$ cat config.mk
export PLATFORM = sky130hd
export DESIGN_NAME = raster_neighbour_cell_finder_top
export DESIGN_NICKNAME = d
export VERILOG_FILES = /design/src/sv/rnc_pkg.sv /design/src/sv/raster_neighbour_cell_finder_top.sv /design/src/sv/rnc_div_cell.sv /design/src/sv/rnc_nbr_stage.sv
export VERILOG_INCLUDE_DIRS = /design/src /design/src/sv
export SDC_FILE = /design/constraint.sdc
export NUM_CORES = 2
export LEC_CHECK = 0
export BUFFER_PORTS_ARGS = -buffer_cell sky130_fd_sc_hd__buf_2
export CAP_MARGIN = 0
export CORE_ASPECT_RATIO = 1.5
export CORE_MARGIN = 5
export CORE_UTILIZATION = 65
export DETAILED_ROUTE_END_ITERATION = 7
export GPL_ROUTABILITY_DRIVEN = 0
export HOLD_SLACK_MARGIN = 0.06
export PLACE_DENSITY = 0.83
export SLEW_MARGIN = 20
export SYNTH_ARGS = -nofsm -noshare
export SYNTH_HDL_FRONTEND = slang
export SYNTH_SLANG_ARGS = --single-unit
export TNS_END_PERCENT = 5
$ cat constraint.sdc
create_clock -name clock -period 24.4 [get_ports clock]
set_input_delay 2.44 -clock clock [delete_from_list [all_inputs] [get_ports clock]]
set_output_delay 2.44 -clock clock [all_outputs]
set_load 0.02 [all_outputs]
$ cat src/sv/raster_neighbour_cell_finder_top_defines.svh
// ----------------------------------------------------------------------------
// Assertion macros for the raster neighbour cell finder
// Shared helpers, sampled on the rising clock edge and off during reset.
// ----------------------------------------------------------------------------
`ifndef RASTER_NEIGHBOUR_CELL_FINDER_TOP_DEFINES_SVH
`define RASTER_NEIGHBOUR_CELL_FINDER_TOP_DEFINES_SVH

// same-cycle implication
`define RNC_ASSERT_IMPL(name, pre, post) \
   name: assert property (@(posedge clock) disable iff (reset) (pre) |-> (post)) \
      else $error("rnc same-cycle check failed");

// next-cycle implication
`define RNC_ASSERT_NEXT(name, pre, post) \
   name: assert property (@(posedge clock) disable iff (reset) (pre) |=> (post)) \
      else $error("rnc next-cycle check failed");

`endif

$ cat src/sv/rnc_pkg.sv
// ----------------------------------------------------------------------------
// rnc_pkg
// Widths, register indexes and shared types of the raster neighbour finder.
// ----------------------------------------------------------------------------
package rnc_pkg;

   localparam int CELL_W     = 25;
   localparam int DIM_W      = 13;
   localparam int MAX_ROWS   = 4096;
   localparam int MAX_COLS   = 4096;
   // row index below MAX_ROWS
   localparam int QUO_W      = $clog2(MAX_ROWS);
   localparam int SEL_W      = $clog2(QUO_W);
   localparam int NUM_NBR    = 8;
   localparam int MOVE_W     = 8 * NUM_NBR;
   localparam int CSR_DATA_W = MOVE_W;
   localparam int CSR_IDX_W  = 2;

   localparam logic [CSR_IDX_W-1:0] REG_ROWS  = CSR_IDX_W'(0);
   localparam logic [CSR_IDX_W-1:0] REG_COLS  = CSR_IDX_W'(1);
   localparam logic [CSR_IDX_W-1:0] REG_MOVES = CSR_IDX_W'(2);

   // item moving down the divider chain; rem holds remainder plus one
   typedef struct packed {
      logic [CELL_W-1:0] cell_id;
      logic [CELL_W-1:0] rem;
      logic [QUO_W-1:0]  quo;
   } div_item_type;

   typedef struct packed {
      logic [DIM_W-1:0]  rows;
      logic [DIM_W-1:0]  cols;
      logic [CELL_W-1:0] total;
      logic [MOVE_W-1:0] moves;
   } grid_cfg_type;

   typedef struct packed {
      logic [NUM_NBR-1:0][CELL_W-1:0] nbr;
      logic [NUM_NBR-1:0]             mask;
      logic                           bad;
   } rsp_item_type;

   function automatic logic [DIM_W-1:0] clamp_dim(logic [DIM_W-1:0] v, int unsigned max_v);
      logic [DIM_W-1:0] r;
      r = v;
      if (v == '0) begin
         r = DIM_W'(1);
      end else if (v > DIM_W'(max_v)) begin
         r = DIM_W'(max_v);
      end
      return r;
   endfunction

endpackage

$ cat src/sv/raster_neighbour_cell_finder_top.sv
// ----------------------------------------------------------------------------
// raster_neighbour_cell_finder_top
// Eight-neighbour lookup for 1-based row-major raster cell ids.
// ----------------------------------------------------------------------------
// Usage:
//   req_* carries one cell id per item (valid/ready). rsp_* returns, per item,
//   eight neighbour ids, a valid mask and a bad-cell flag (valid/ready).
//   csr_we/csr_index/csr_wdata write grid_rows (0), grid_cols (1) and the
//   move table (2); write only while no item is in flight.
// Pipeline: the item passes twelve division cells, each settling one row bit
//   of cell / cols, and lands in the neighbour stage that adds the moves and
//   holds the result.
// Throughput: one item per cycle; each cell takes a new item whenever it is
//   empty or its content moves on, so bubbles collapse under a stall.
// Stall: with rsp_ready low, items pile up in the cells; req_ready drops
//   once all thirteen stages hold an item.
// Reset: empties the chain, holds req_ready low and sets rows = cols = 1,
//   move table = 0.
// ----------------------------------------------------------------------------
`include "raster_neighbour_cell_finder_top_defines.svh"

module raster_neighbour_cell_finder_top (
   input  logic                           clock,
   input  logic                           reset,
   input  logic                           req_valid,
   output logic                           req_ready,
   input  logic [rnc_pkg::CELL_W-1:0]     req_cell_id,
   output logic                           rsp_valid,
   input  logic                           rsp_ready,
   output logic [rnc_pkg::CELL_W-1:0]     rsp_neighbour_0,
   output logic [rnc_pkg::CELL_W-1:0]     rsp_neighbour_1,
   output logic [rnc_pkg::CELL_W-1:0]     rsp_neighbour_2,
   output logic [rnc_pkg::CELL_W-1:0]     rsp_neighbour_3,
   output logic [rnc_pkg::CELL_W-1:0]     rsp_neighbour_4,
   output logic [rnc_pkg::CELL_W-1:0]     rsp_neighbour_5,
   output logic [rnc_pkg::CELL_W-1:0]     rsp_neighbour_6,
   output logic [rnc_pkg::CELL_W-1:0]     rsp_neighbour_7,
   output logic [rnc_pkg::NUM_NBR-1:0]    rsp_valid_mask,
   output logic                           rsp_bad_cell,
   input  logic                           csr_we,
   input  logic [rnc_pkg::CSR_IDX_W-1:0]  csr_index,
   input  logic [rnc_pkg::CSR_DATA_W-1:0] csr_wdata
);
   import rnc_pkg::*;

   logic [DIM_W-1:0]  rows_ff;
   logic [DIM_W-1:0]  cols_ff;
   logic [MOVE_W-1:0] moves_ff;
   logic [CELL_W-1:0] total_ff;
   logic [CELL_W-1:0] total_in;
   grid_cfg_type      cfg;
   rsp_item_type      rsp_item;

   logic         chain_valid [QUO_W+1];
   logic         chain_ready [QUO_W+1];
   div_item_type chain_item  [QUO_W+1];

   // ---- configuration ----
   always_ff @(posedge clock) begin
      if (reset) begin
         rows_ff  <= DIM_W'(1);
         cols_ff  <= DIM_W'(1);
         moves_ff <= '0;
      end else if (csr_we) begin
         unique case (csr_index)
            REG_ROWS:  rows_ff  <= clamp_dim(csr_wdata[DIM_W-1:0], MAX_ROWS);
            REG_COLS:  cols_ff  <= clamp_dim(csr_wdata[DIM_W-1:0], MAX_COLS);
            REG_MOVES: moves_ff <= csr_wdata[MOVE_W-1:0];
            default:   ;
         endcase
      end
   end

   // total is registered from the rows and cols registers, long before any item needs it
   assign total_in = CELL_W'(rows_ff) * CELL_W'(cols_ff);

   always_ff @(posedge clock) begin
      total_ff <= total_in;
   end

   assign cfg = '{rows: rows_ff, cols: cols_ff, total: total_ff, moves: moves_ff};

   // ---- division chain ----
   assign chain_valid[0] = req_valid;
   assign req_ready      = chain_ready[0] && !reset;
   assign chain_item[0]  = '{cell_id: req_cell_id, rem: req_cell_id, quo: '0};

   for (genvar i = 0; i < QUO_W; i++) begin : g_div
      rnc_div_cell u_cell (
         .clock     (clock),
         .reset     (reset),
         .bit_sel   (SEL_W'(QUO_W - 1 - i)),
         .cols      (cols_ff),
         .in_valid  (chain_valid[i]),
         .in_ready  (chain_ready[i]),
         .in_item   (chain_item[i]),
         .out_valid (chain_valid[i+1]),
         .out_ready (chain_ready[i+1]),
         .out_item  (chain_item[i+1])
      );
   end

   rnc_nbr_stage u_nbr (
      .clock     (clock),
      .reset     (reset),
      .cfg       (cfg),
      .in_valid  (chain_valid[QUO_W]),
      .in_ready  (chain_ready[QUO_W]),
      .in_item   (chain_item[QUO_W]),
      .out_valid (rsp_valid),
      .out_ready (rsp_ready),
      .out_item  (rsp_item)
   );

   assign rsp_neighbour_0 = rsp_item.nbr[0];
   assign rsp_neighbour_1 = rsp_item.nbr[1];
   assign rsp_neighbour_2 = rsp_item.nbr[2];
   assign rsp_neighbour_3 = rsp_item.nbr[3];
   assign rsp_neighbour_4 = rsp_item.nbr[4];
   assign rsp_neighbour_5 = rsp_item.nbr[5];
   assign rsp_neighbour_6 = rsp_item.nbr[6];
   assign rsp_neighbour_7 = rsp_item.nbr[7];
   assign rsp_valid_mask  = rsp_item.mask;
   assign rsp_bad_cell    = rsp_item.bad;

   // ---- checks ----
   `RNC_ASSERT_IMPL(a_bad_no_mask, rsp_valid && rsp_bad_cell, rsp_valid_mask == '0)
   `RNC_ASSERT_IMPL(a_masked_zero, rsp_valid && !rsp_valid_mask[0], rsp_neighbour_0 == '0)
   `RNC_ASSERT_IMPL(a_valid_nonzero, rsp_valid && rsp_valid_mask[0], rsp_neighbour_0 != '0)
   `RNC_ASSERT_IMPL(a_rows_clamped, 1'b1, rows_ff != '0 && rows_ff <= DIM_W'(MAX_ROWS))
   `RNC_ASSERT_IMPL(a_cols_clamped, 1'b1, cols_ff != '0 && cols_ff <= DIM_W'(MAX_COLS))
   `RNC_ASSERT_NEXT(a_accept_fills, req_valid && req_ready, chain_valid[1])

endmodule

$ cat src/sv/rnc_div_cell.sv
// ----------------------------------------------------------------------------
// rnc_div_cell
// One restoring-division step: settles one quotient bit of cell / cols.
// ----------------------------------------------------------------------------
module rnc_div_cell (
   input  logic                      clock,
   input  logic                      reset,
   input  logic [rnc_pkg::SEL_W-1:0] bit_sel,
   input  logic [rnc_pkg::DIM_W-1:0] cols,
   input  logic                      in_valid,
   output logic                      in_ready,
   input  rnc_pkg::div_item_type     in_item,
   output logic                      out_valid,
   input  logic                      out_ready,
   output rnc_pkg::div_item_type     out_item
);
   import rnc_pkg::*;

   logic              valid_ff;
   div_item_type      item_ff;
   div_item_type      item_in;
   logic [CELL_W-1:0] trial;

   assign trial = CELL_W'(cols) << bit_sel;

   // rem carries remainder + 1, so strict compare stands for >=
   always_comb begin
      item_in = in_item;
      if (in_item.rem > trial) begin
         item_in.rem = in_item.rem - trial;
         item_in.quo = in_item.quo | (QUO_W'(1) << bit_sel);
      end
   end

   assign in_ready  = !valid_ff || out_ready;
   assign out_valid = valid_ff;
   assign out_item  = item_ff;

   always_ff @(posedge clock) begin
      if (reset) begin
         valid_ff <= 1'b0;
      end else if (in_ready) begin
         valid_ff <= in_valid;
      end
   end

   always_ff @(posedge clock) begin
      if (in_ready && in_valid) begin
         item_ff <= item_in;
      end
   end

endmodule

$ cat src/sv/rnc_nbr_stage.sv
// ----------------------------------------------------------------------------
// rnc_nbr_stage
// Applies the eight moves to (row, col), range checks, and holds the result.
// ----------------------------------------------------------------------------
module rnc_nbr_stage (
   input  logic                  clock,
   input  logic                  reset,
   input  rnc_pkg::grid_cfg_type cfg,
   input  logic                  in_valid,
   output logic                  in_ready,
   input  rnc_pkg::div_item_type in_item,
   output logic                  out_valid,
   input  logic                  out_ready,
   output rnc_pkg::rsp_item_type out_item
);
   import rnc_pkg::*;

   logic                valid_ff;
   rsp_item_type        item_ff;
   rsp_item_type        item_in;
   logic                bad;
   logic [DIM_W-1:0]    col;
   logic signed [3:0]   dr    [NUM_NBR];
   logic signed [3:0]   dc    [NUM_NBR];
   logic signed [13:0]  rq    [NUM_NBR];
   logic signed [14:0]  cc    [NUM_NBR];
   logic signed [17:0]  drc   [NUM_NBR];
   logic signed [26:0]  id_s  [NUM_NBR];
   logic                ok    [NUM_NBR];

   assign bad = (in_item.cell_id == '0) || (in_item.cell_id > cfg.total);
   // remainder + 1 is the 1-based column
   assign col = in_item.rem[DIM_W-1:0];

   always_comb begin
      item_in.bad = bad;
      for (int n = 0; n < NUM_NBR; n++) begin
         dr[n]   = $signed(cfg.moves[8*n+4 +: 4]);
         dc[n]   = $signed(cfg.moves[8*n +: 4]);
         rq[n]   = $signed({2'b00, in_item.quo}) + 14'(dr[n]);
         cc[n]   = $signed({2'b00, col}) + 15'(dc[n]);
         ok[n]   = (rq[n] >= 14'sd0) && (rq[n] < $signed({1'b0, cfg.rows}))
                   && (cc[n] >= 15'sd1) && (cc[n] <= $signed({2'b00, cfg.cols}));
         drc[n]  = 18'(dr[n]) * $signed({5'b00000, cfg.cols});
         // neighbour id = cell + dr * cols + dc
         id_s[n] = $signed({2'b00, in_item.cell_id}) + 27'(drc[n]) + 27'(dc[n]);
         item_in.mask[n] = !bad && ok[n];
         item_in.nbr[n]  = (!bad && ok[n]) ? id_s[n][CELL_W-1:0] : '0;
      end
   end

   assign in_ready  = !valid_ff || out_ready;
   assign out_valid = valid_ff;
   assign out_item  = item_ff;

   always_ff @(posedge clock) begin
      if (reset) begin
         valid_ff <= 1'b0;
      end else if (in_ready) begin
         valid_ff <= in_valid;
      end
   end

   always_ff @(posedge clock) begin
      if (in_ready && in_valid) begin
         item_ff <= item_in;
      end
   end

endmodule

Word-level counts from Yosys, hierarchy flattened
Cells that the tools add are included. Widths: inputs -> output; s select.

Bits in latches: 0. Logic and storage cells: 270. Memories kept: 0. RAM bits: 0. Bits in registers: 1069. Output and inout bits: 211. Bits of input ports: 96. Memory bits (read-only): 0.

Mux-type cells: 14. Shift-type cells: 0. Order comparisons: 46. Reduce and logical (&&, ||, !) cells: 81. Eq/ne operators: 2. Bitwise logic cells: 0. Add/subtract/negate cells: 44. $mul: 9. Div/mod/pow operators: 0.

Operators with widths (count): $mux 37 (11); $add 25x18->25 (8); $add 25x4->25 (8); $mul 4x14->18 (8); $add 14x4->15 (8); $ge 15x2->1 const B (8); $le 15x14->1 (8); $add 13x4->14 (8); $ge 14x1->1 const B (8); $lt 14x14->1 (8); $logic_and 1x1->1 (46); $mux 13 (2); $gt 25x13->1 (1); $gt 25x14->1 (1); $gt 25x15->1 (1); $gt 25x16->1 (1); $gt 25x17->1 (1); $gt 25x18->1 (1); $gt 25x19->1 (1); $gt 25x20->1 (1); $gt 25x21->1 (1); $gt 25x22->1 (1); $gt 25x23->1 (1); $gt 25x24->1 (1); 24 further kinds (53).

Longest topological paths before layout
Depth after elaboration: 15. Gate-level depth with buffers: 24. Mapped depth without buffers: 22.

Modules after synthesis
From an unflattened synthesis, not the netlist that was laid out.

Cell total of the unflattened synthesis: 11939. Area total of the unflattened synthesis: 112659.3 um^2.

By module, submodules not included: rnc_nbr_stage (sequential area each 6296.0 um^2, instances 1, cells an instance 5437, area each 49095.8 um^2); rnc_div_cell (g_div[10].u_cell ...) (sequential area each 1881.8 um^2, instances 8, cells an instance 458, area each 4566.9 um^2); raster_neighbour_cell_finder_top (sequential area each 2302.2 um^2, instances 1, cells an instance 1118, area each 9326.4 um^2); rnc_div_cell (g_div[8].u_cell ...) (sequential area each 1881.8 um^2, instances 2, cells an instance 433, area each 4526.8 um^2); rnc_div_cell (g_div[0].u_cell) (sequential area each 1881.8 um^2, instances 1, cells an instance 415, area each 4362.9 um^2); rnc_div_cell (g_div[7].u_cell) (sequential area each 1881.8 um^2, instances 1, cells an instance 439, area each 4285.4 um^2).

Worst setup path after synthesis
No wires, ideal clock.

Path kind: input -> register. Start point: input rsp_ready. End point: register u_nbr.item_ff (netlist bit u_nbr.out_item[0]), enable pin. Slack: 11.855 ns. Cell stages on the path: 2. Library setup time: 0.807 ns. Data arrival time: 11.738 ns. Path buffers: 0. Data required time: 23.593 ns. Cells stage by stage: nor2b_1 nor2b_1.

Longest elaborated chain between the ends: 2.

Ends and longest elaborated chain: start, declared (line raster_neighbour_cell_finder_top.sv:29) `input logic rsp_ready,`; $logic_or 1x1->1 (line rnc_nbr_stage.sv:52) `assign in_ready = !valid_ff || out_ready;`; $logic_and 1x1->1 (line rnc_nbr_stage.sv:65) `if (in_ready && in_valid) begin`; end signal, assigned (line rnc_nbr_stage.sv:66) `item_ff <= item_in;`; end, declared (line rnc_nbr_stage.sv:19) `rsp_item_type item_ff;`.

Every way passes these cells. A chain may end at the register's enable or synchronous reset.

Worst setup path after layout
Start point: input rsp_ready. End point: output req_ready.

Longest elaborated chain between the ends: 14.

Ends and longest elaborated chain: $logic_or 1x1->1 (line rnc_nbr_stage.sv:52); $logic_or 1x1->1 (12 in series) (line rnc_div_cell.sv:35) `assign in_ready = !valid_ff || out_ready;`; $logic_and 1x1->1 (line raster_neighbour_cell_finder_top.sv:85) `assign req_ready = chain_ready[0] && !reset;`; end, declared (line raster_neighbour_cell_finder_top.sv:26) `output logic req_ready,`.

Every way passes these cells.

==> impl_metrics.env <==
export IMPL_status="finished, violations left"
export IMPL_hold_violations=0
export IMPL_synth_seq_cells=937
export IMPL_dr_wl_met2_microns=108000
export IMPL_critPathMaxStageDelay_ns=0.45
export IMPL_r2r_cells=22
export IMPL_start_kind="primary input"
export IMPL_num_fill_cells=9156
export IMPL_cts_setup_buffers=0
export IMPL_min_period_over_period_pct=33.2
export IMPL_synth_warnings=0
export IMPL_synth_common_cells="ha_1, inv_1, edfxtp_1, nand2_1, fa_1"
export IMPL_leakagePower_nw=39.1
export IMPL_path_cells="buf_2 -> nor2b_1 -> and3_1 -> and3_1 -> and2_1 -> and3_1 -> and3_1 -> nand3_1 -> nor2_1 -> nor2_1 -> buf_2"
export IMPL_clkLatencyLatePin_ns=0.77
export IMPL_vias=65871
export IMPL_min_from="g_div[6].u_cell.out_item[55]"
export IMPL_clock_sinks=937
export IMPL_post_cts_resized=0
export IMPL_post_synth_num_cell_types=91
export IMPL_syn_area_per_cell_sq_um=10.1
export IMPL_power_frac_comb_pct=16.8
export IMPL_top_layer="met5"
export IMPL_post_drt_wl_per_cell_microns=21.8
export IMPL_seq_area_frac_synth_pct=31.4
export IMPL_vias_per_cell=6.20
export IMPL_globalRouteTotalUtil_pct=33.0
export IMPL_slew_headroom_pct=28.9
export IMPL_htree_levels=3
export IMPL_ant_nets=0
export IMPL_crit_top_cell="and3_1"
export IMPL_ys_top_cells_by_area="edfxtp_1, ha_1, fa_1"
export IMPL_die_h_microns=454
export IMPL_p_int_mw=2.86
export IMPL_stdcell_count=10627
export IMPL_routed_wl_microns=232000
export IMPL_overflow=0
export IMPL_min_to="g_div[7].u_cell.out_item[55]"
export IMPL_met1Wirelength_microns=76900
export IMPL_core_sq_um=131000
export IMPL_reg2reg_slack_ns=17.07
export IMPL_r2r_start="cols_ff[10]"
export IMPL_ir_drop_uv=62.3
export IMPL_start_util_pct=65.2
export IMPL_synth_nets=10405
export IMPL_rows=163
export IMPL_swShare_pct=27.5
export IMPL_hp_class="flip-flop to flip-flop"
export IMPL_synth_main_ff_cell="edfxtp_1"
export IMPL_syn_to_final_growth_pct=8.41
export IMPL_synth_top_area_cell="edfxtp_1"
export IMPL_die_w_microns=306
export IMPL_rsz0062_at_grt="false"
export IMPL_cts_root_buf="clkbuf_16"
export IMPL_whs_path_depth=0
export IMPL_p_sw_mw=1.09
export IMPL_drcViolationCount=1
export IMPL_dpl_cell_count=10450
export IMPL_skew_ns=0.0741
export IMPL_slowest_stage="nor2b_1"
export IMPL_fmax_ghz=0.123
export IMPL_seq_area_sq_um=26900
export IMPL_drive_gt1_share_pct=8.16
export IMPL_multi_input_area_sq_um=53900
export IMPL_maxCapViolCount=0
export IMPL_first_pass_iters=8
export IMPL_finalCriticalPeriod_ns=8.10
export IMPL_grt_pass1_vias=68386
export IMPL_setup_viol=0
export IMPL_grt_max_degree=74
export IMPL_cts_tree="done"
export IMPL_path_max_fanout=6
export IMPL_p_per_area_nw_per_um2=42.6
export IMPL_failed_checks="DRC"
export IMPL_hpwlAfterDp_microns=174000
export IMPL_grt_pass1_wl_microns=360000
export IMPL_numPortBuffers=306
export IMPL_synth_top_cell_area_share_pct=28.4
export IMPL_end_kind="output port"
export IMPL_crit_type="primary input to output port"
export IMPL_yosysMostFrequentCell="ha_1"
export IMPL_timing_rr_end="total_ff[24]"
export IMPL_worst_pin_slew_ns=1.07
export IMPL_syn_area_sq_um=85500
export IMPL_wl_met3_microns=22700
export IMPL_cp_arrival_ns=5.66
export IMPL_clkPwrFrac_pct=37.8
export IMPL_drt_iter0_drc=4933
export IMPL_pin_count=307
export IMPL_clk_path_buf_depth=3
export IMPL_synth_edf_count=809
export IMPL_worstPathRequired_ns=21.96
export IMPL_power_frac_seq_pct=45.4
export IMPL_slew_violations=0
export IMPL_fin_nets=10736
export IMPL_antenna_found_initial=9
export IMPL_synthArstFlopShare_pct=0
export IMPL_clkTransAtPathRegs_ns=0.07
export IMPL_syn_inst=8480
export IMPL_finalSetupTns_ns=0
export IMPL_fp_dieArea_sq_um=139000
export IMPL_cts_buffers=90
export IMPL_postCtsHoldBufs=0
## worst max-delay path by stage
stage / start / endpoint / slack (ns) / cells past startpoint
floorplan: rsp_ready / u_nbr.out_item[0] / 11.85 / 2
global placement: rsp_ready / req_ready / 16.44 / 11
detailed placement: rsp_ready / req_ready / 16.34 / 11
CTS: rsp_ready / req_ready / 16.30 / 11
global route: rsp_ready / req_ready / 16.07 / 11
finish: rsp_ready / req_ready / 16.30 / 11
## power by group through the flow
stage	clock network (mW)	logic [mW]	registers (mW)
3_3_place_gp	0	0.611	1.82
3_5_place_dp	0	0.646	1.83
5_1_grt	1.58	0.741	1.79
2_1_floorplan	0	0.485	1.81
4_1_cts	1.51	0.654	1.79
6_report	1.49	0.663	1.79
## state kept, by name, indices dropped and copies added (netlist names)
| register | count |
|---|---|
| u_nbr.out_item | 209 |
| moves_ff | 64 |
| total_ff | 25 |
| g_div.u_cell.out_item | 600 |
| rows_ff | 13 |
| cols_ff | 13 |
| u_nbr.out_valid | 1 |
| g_div.u_cell.out_valid | 12 |
## metrics by stage
| stage | area, sq um | worst slack, ns | hold slack, ns | util (%) | power, mW |
|---|---|---|---|---|---|
| 2_1_floorplan | 85500 | 11.85 | 0.400 | - | 2.30 |
| 3_3_place_gp | 89500 | 16.44 | 0.400 | 68.3 | 2.44 |
| 3_5_place_dp | 89500 | 16.34 | 0.405 | 68.3 | 2.47 |
| 4_1_cts | 92700 | 16.30 | 0.383 | 70.7 | 3.96 |
| 5_1_grt | 92700 | 16.07 | 0.389 | 70.7 | 4.11 |
| 6_report | 92700 | 16.30 | 0.381 | 70.7 | 3.95 |
## cell families after synthesis
logic type / after synthesis / synth area share, %
compound gates: 1506 / 11.3
xor+xnor: 506 / 5.18
fa+ha+maj: 1830 / 32.4
buf+inv: 1296 / 5.77
flops: 937 / 31.4
mux: 82 / 1.06
simple gates: 2323 / 12.9
## placed cells by master, fill, tap and decap left out, types with 16 or more instances in the layout
| cell type | n |
|---|---|
| and3_1 | 45 |
| mux2i_1 | 16 |
| nor4_1 | 52 |
| dfxtp_1 | 118 |
| o211ai_1 | 26 |
| xnor2_1 | 316 |
| or4_1 | 27 |
| o41ai_1 | 29 |
| buf_2 | 305 |
| nand3_1 | 83 |
| a21o_1 | 182 |
| inv_1 | 1092 |
| nand2_1 | 741 |
| fa_1 | 636 |
| nor3b_1 | 24 |
| edfxtp_1 | 809 |
| a211o_1 | 24 |
| nor3_1 | 158 |
| buf_4 | 120 |
| nor2b_1 | 127 |
| nand2b_1 | 85 |
| mux2_2 | 66 |
| o21a_1 | 105 |
| o21bai_1 | 59 |
| a31oi_1 | 32 |
| a21oi_1 | 497 |
| ha_1 | 1193 |
| and2_1 | 197 |
| o21ai_0 | 278 |
| clkinv_1 | 23 |
| clkbuf_16 | 91 |
| or2_2 | 18 |
| a211oi_1 | 59 |
| a21boi_0 | 25 |
| nor2_1 | 609 |
| o31ai_1 | 22 |
| or3_1 | 50 |
| xor2_1 | 190 |
| nand4_1 | 54 |
## routing by layer
metal | GRT usage [%] | up-vias
li1 | - | 29878
met1 | 35.5 | 31683
met2 | 55.2 | 3116
met3 | 7.44 | 1188
met4 | 27.6 | 6
met5 | 0.347 | -
## cell type report
class | instances | share of cell area, %
Multi-Input combinational cell | 6247 | 58.1
Sequential cell | 937 | 29.0
Inverter | 1109 | 4.49
Timing Repair Buffer | 426 | 2.64
Clock buffer | 103 | 2.52
Tap cell | 1732 | 2.34
Clock inverter | 65 | 0.876
Antenna cell | 8 | 0.0216
## critical path, delay by kind of cell
family	cells	cell delay (ns)
AND/OR/NAND/NOR	9	2.91
buffers and inverters	2	0.30
Note: power is estimated with default switching activity, not from simulation.
